--- src/hw/rtl/pma_pkg.sv ---
// Package: shared types, constants and operation codes for the modular ALU.
package pma_pkg;
	localparam int unsigned ModW = 31;
	localparam int unsigned OpW = 64;
	localparam logic [ModW-1:0] ModReset = 31'd998244353;

	typedef enum logic [2:0] {
		KIND_ADD = 3'd0,
		KIND_SUB = 3'd1,
		KIND_MUL = 3'd2,
		KIND_DIV = 3'd3,
		KIND_POW = 3'd4
	} kind_t;

	// Shared unit commands
	typedef enum logic [1:0] {
		UOP_REM = 2'd0,
		UOP_MULMOD = 2'd1
	} uop_t;

	typedef struct packed {
		logic start;
		uop_t op;
		logic [OpW-1:0] num;
		logic [ModW-1:0] mul_b;
		logic [OpW-1:0] den;
	} ucmd_t;

	typedef struct packed {
		logic done;
		logic [OpW-1:0] quo;
		logic [OpW-1:0] rem;
	} ursp_t;

	typedef enum logic [4:0] {
		ST_IDLE,
		ST_RA,
		ST_RA_W,
		ST_RB,
		ST_RB_W,
		ST_OP,
		ST_MUL_W,
		ST_EU_DIV,
		ST_EU_DIV_W,
		ST_EU_T,
		ST_EU_T_W,
		ST_EU_FIN,
		ST_PW_CHK,
		ST_PW_ACC,
		ST_PW_ACC_W,
		ST_PW_SQ,
		ST_PW_SQ_W,
		ST_FIN_MUL,
		ST_FIN_MUL_W,
		ST_OUT
	} state_t;
endpackage

--- src/hw/rtl/pma_unit.sv ---
// Shared unit: radix-2 restoring divider, also used for product modulo reduction.
module pma_unit (
	input logic clk,
	input logic arst_n,
	input pma_pkg::ucmd_t cmd,
	output pma_pkg::ursp_t rsp
);
	logic [63:0] quo_q;
	logic [64:0] rem_q;
	logic [63:0] den_q;
	logic [6:0] cnt_q;
	logic busy_q;
	logic done_q;
	logic [64:0] trial;
	logic [61:0] prod;

	assign prod = {31'd0, cmd.num[30:0]} * {31'd0, cmd.mul_b};
	assign trial = {rem_q[63:0], quo_q[63]} - {1'b0, den_q};

	always_ff @(posedge clk or negedge arst_n) begin
		if (!arst_n) begin
			busy_q <= 1'b0;
			done_q <= 1'b0;
			cnt_q <= '0;
		end else begin
			done_q <= 1'b0;
			if (cmd.start) begin
				busy_q <= 1'b1;
				cnt_q <= 7'd64;
			end else if (busy_q) begin
				cnt_q <= cnt_q - 7'd1;
				if (cnt_q == 7'd1) begin
					busy_q <= 1'b0;
					done_q <= 1'b1;
				end
			end
		end
	end

	always_ff @(posedge clk) begin
		if (cmd.start) begin
			quo_q <= (cmd.op == pma_pkg::UOP_MULMOD) ? {2'd0, prod} : cmd.num;
			rem_q <= '0;
			den_q <= cmd.den;
		end else if (busy_q) begin
			if (!trial[64]) begin
				rem_q <= trial;
				quo_q <= {quo_q[62:0], 1'b1};
			end else begin
				rem_q <= {rem_q[63:0], quo_q[63]};
				quo_q <= {quo_q[62:0], 1'b0};
			end
		end
	end

	assign rsp.done = done_q;
	assign rsp.quo = quo_q;
	assign rsp.rem = rem_q[63:0];
endmodule

--- config.mk ---
export PLATFORM = sky130hd
export DESIGN_NAME = pma_unit
export DESIGN_NICKNAME = d
export VERILOG_FILES = /design/src/hw/rtl/pma_pkg.sv /design/src/hw/rtl/pma_unit.sv
export SDC_FILE = /design/constraint.sdc
export NUM_CORES = 2
export LEC_CHECK = 0
export ABC_AREA = 0
export BUFFER_PORTS_ARGS = -buffer_cell sky130_fd_sc_hd__buf_4
export CAP_MARGIN = 30
export CELL_PAD_IN_SITES_DETAIL_PLACEMENT = 1
export CELL_PAD_IN_SITES_GLOBAL_PLACEMENT = 1
export CORE_AREA = 4 4 335 271
export CTS_CLUSTER_DIAMETER = 40
export CTS_CLUSTER_SIZE = 25
export DETAILED_ROUTE_END_ITERATION = 8
export DIE_AREA = 0 0 339 275
export GPL_TIMING_DRIVEN = 1
export PLACE_DENSITY_LB_ADDON = 0.1
export SYNTH_ARGS = -nofsm -noshare
export SYNTH_HDL_FRONTEND = slang
export SYNTH_SLANG_ARGS = --single-unit
--- constraint.sdc ---
create_clock -name clk -period 3.9 [get_ports clk]
set_input_delay 0.195 -clock clk [delete_from_list [all_inputs] [get_ports clk]]
set_output_delay 0.195 -clock clk [all_outputs]
set_load 0.01 [all_outputs]
==> results.toml <==
[place]
gp_congestion = 0.897
io_buffers = 292
place_hpwl_um = 128000

[global_route]
grt_overflow = 0
grt_use_total_pct = 35.0
grt_max_degree = 110
grt_pass1_vias = 43300
grt_first_pass_wirelength_um = 252000
antenna_found_initial = 15

[synth]
synthCells = 4814
yosysSeqAreaShare_pct = 12.3
synth_area_um2 = 43400
async_flop_share_pct = 4.48
synthesis.nets = 6137
synth_ff_type = "edfxtp_1"
syn-mean-instance-area_um2 = 9.01
yosys_warnings = 0
synth-edff-count = 128
synth.distinct_cells = 75
synth_seq_cells = 201

[worst_setup_path]
crit_type = "in2reg"
worstPathRequired_ps = 4170
cp_common_cell = "fa_1"
cp.buffers_inverters = 6
slowest_stage = "fa_2"
worstPathArrival_ps = 7560
r2r_slack_ps = -30
critPathMaxFanout = 5
cp-start-kind = "input port"
path_delay_family = "adder cells"
crit_start = "cmd[73]"
r2r_end = "rem_q[55]$_SDFFE_PP0P_"
reg2regPathDepth = 14
endpoint_kind = "flip-flop"
timing.rr.start = "den_q[16]$_DFFE_PP_"
cpPeakStageDelay_ps = 620

[sta]
relSlewSlack_pct = 46.4
skew_ps = 25.3
setup_slack_ps = -3390
final_hold_viol_count = 1
max_freq_mhz = 137
holdWs_ps = -11.8
min_period_over_period_pct = 187
finalSetupViolCount = 57
fin_crit_ps = 7290
final_max_slew_viol_count = 0
worst_pin_slew_ps = 795
rsz0062_at_grt = "yes"

[finish]
synthToLayoutAreaGrowth_pct = 28.9
fillers = 9622
fin_nets = 6836
drive_gt1_share_pct = 25.4

[worst_hold_path]
hold_path_class = "in2reg"
hp-start = "cmd[132]"
min_to = "quo_q[37]$_DFFE_PP_"
whs_path_depth = 3

[clock_network]
cts_buffer_depth = 3
insertion_delay_ps = 570
cts.sinks = 201
path_clk_slew_ps = 80
h-tree-depth = 1
cts_made_buffers = 20
clockRootBuffer = "clkbuf_16"
cts_tree = "done"

[run_status]
violations = "negative hold slack, negative setup slack"
outcome = "complete, but fails checks"

[detailed_routing]
wl_um = 177000
drc = 0
num_vias = 38900
routedWlPerCell_um = 26.6
drtPass1Iterations = 5
ant_nets = 0
vias_per_cell = 5.83
initialDrtViolationCount = 2755

[die]
io_pins = 293
num_rows = 97
die_w_um = 339
initial_core_util_pct = 49.7
die_area_um2 = 93200
core_um2 = 87300
die_h_um = 275

[flow_run]
max-cap-violations = 0
-- cell type report --
type	count	area, um^2	area share [%]
Inverter	864	3250	5.80
Clock buffer	23	512	0.915
Tap cell	1138	1420	2.55
Multi-Input combinational cell	3469	36400	65.1
Antenna cell	11	27.5	0.0492
Sequential cell	201	5350	9.57
Clock inverter	13	190	0.340
Timing Repair Buffer	957	8760	15.7
-- how the worst max path moves through the flow --
stage                          endpoint  slack [ps]  cells after the start
floorplan           quo_q[60]$_DFFE_PP_       -3340                     25
global placement    quo_q[60]$_DFFE_PP_       -4030                     26
detailed placement  quo_q[60]$_DFFE_PP_       -4100                     28
CTS                 quo_q[56]$_DFFE_PP_       -3290                     28
global route        quo_q[60]$_DFFE_PP_       -3540                     27
finish              quo_q[48]$_DFFE_PP_       -3390                     27
-- sequential cells by signal, summed over array words and instances, names as in the netlist --
name,count
den_q,64
done_q,1
quo_q,64
rem_q,64
cnt_q,7
busy_q,1
-- timing repair --
item | in CTS | in global routing
resized for setup | 437 | 267
pin swaps | 209 | 209
setup endpoints to repair | 70 | 116
cloned | 2 | 2
buffers inserted | 49 | 51
hold buffers | 72 | 2
hold endpoints to repair | 80 | 2
-- cells in the final DEF (no fill, tap or decap), types with 13 or more instances in the layout --
cell type	Yosys	final
nand3_1	38	34
fa_2	0	54
xnor2_1	71	49
a31oi_1	42	30
and2_1	509	447
a21o_1	48	48
o21ai_0	110	72
nor2b_1	21	16
inv_1	864	824
buf_8	0	32
o21bai_1	20	17
a21oi_4	0	22
dlygate4sd3_1	0	74
edfxtp_1	128	128
inv_2	0	39
nor3_1	22	17
a21oi_2	2	56
buf_6	6	127
buf_4	1	672
mux2i_1	60	59
nand2_1	635	612
a21oi_1	209	133
nor2_1	208	182
ha_4	0	52
buf_12	0	46
o21ai_2	1	18
xnor2_2	0	18
a211oi_1	56	52
nand4_1	36	36
fa_1	838	784
nor2_2	0	16
o21ai_1	4	13
dfxtp_1	64	64
and2_4	0	62
xor2_1	51	44
nand2_2	0	15
ha_1	321	269
clkbuf_16	0	22
-- routing by layer --
metal  track usage [%]  vias up  routed length [um]  part of all wire (%)
li1                  -    16300                   -                     -
met1              43.6    20200               66000                    37
met2              61.1     1682               88200                    50
met3              4.63      654               11400                   6.4
met4              15.8        8               11800                   6.7
met5                 0        -                  51                 0.029
-- through the flow --
stage / cell area (um^2) / setup slack [ps] / setup TNS [ps] / instances / utilization [%]
finish: 55900 / -3390 / -152140 / 6676 / 64.1
global placement: 50600 / -4030 / -178890 / 6467 / 58.0
detailed placement: 50600 / -4100 / -183620 / 6467 / 58.0
floorplan: 44600 / -3340 / -127110 / 4814 / -
global route: 55900 / -3540 / -158870 / 6674 / 64.1
CTS: 54400 / -3290 / -141370 / 6619 / 62.3
-- Yosys cell counts, types with 7 or more instances --
cell | instances | area share [%]
inv_1 | 864 | 7.5
fa_1 | 838 | 39
nand2_1 | 635 | 5.5
and2_1 | 509 | 7.3
ha_1 | 321 | 9.3
clkbuf_1 | 260 | 2.2
a21oi_1 | 209 | 2.4
nor2_1 | 208 | 1.8
edfxtp_1 | 128 | 8.9
o21ai_0 | 110 | 1.3
xnor2_1 | 71 | 1.4
dfxtp_1 | 64 | 3.0
mux2i_1 | 60 | 1.4
a211oi_1 | 56 | 0.97
xor2_1 | 51 | 1.0
a21o_1 | 48 | 0.83
a31oi_1 | 42 | 0.61
nand3_1 | 38 | 0.44
nand4_1 | 36 | 0.52
nor3_1 | 22 | 0.25
nor2b_1 | 21 | 0.30
o21bai_1 | 20 | 0.35
nand2b_1 | 16 | 0.23
and3_1 | 14 | 0.20
o211ai_1 | 12 | 0.21
o221ai_1 | 10 | 0.20
dfrtp_1 | 9 | 0.52
o21a_1 | 9 | 0.16
a21boi_0 | 8 | 0.14
o31ai_1 | 8 | 0.14
buf_2 | 7 | 0.081
-- cells by family after synthesis --
kind of cell	Yosys count	synth area share [%]
AND/OR/NAND/NOR	1531	17.1
adder cells (fa/ha/maj)	1159	47.9
buffers and inverters	1144	10.0
AO/OA/AOI/OAI	592	8.61
flip-flops	201	12.3
XOR/XNOR	123	2.53
multiplexers	64	1.49
-- worst min-delay path: stages --
cell     delay (ps)
buf_4            80
a21oi_2          40
a21oi_2         100
Power is left out: the tool's default activity adds up to more than one toggle a clock period on the data nets, which glitch-free logic cannot reach.
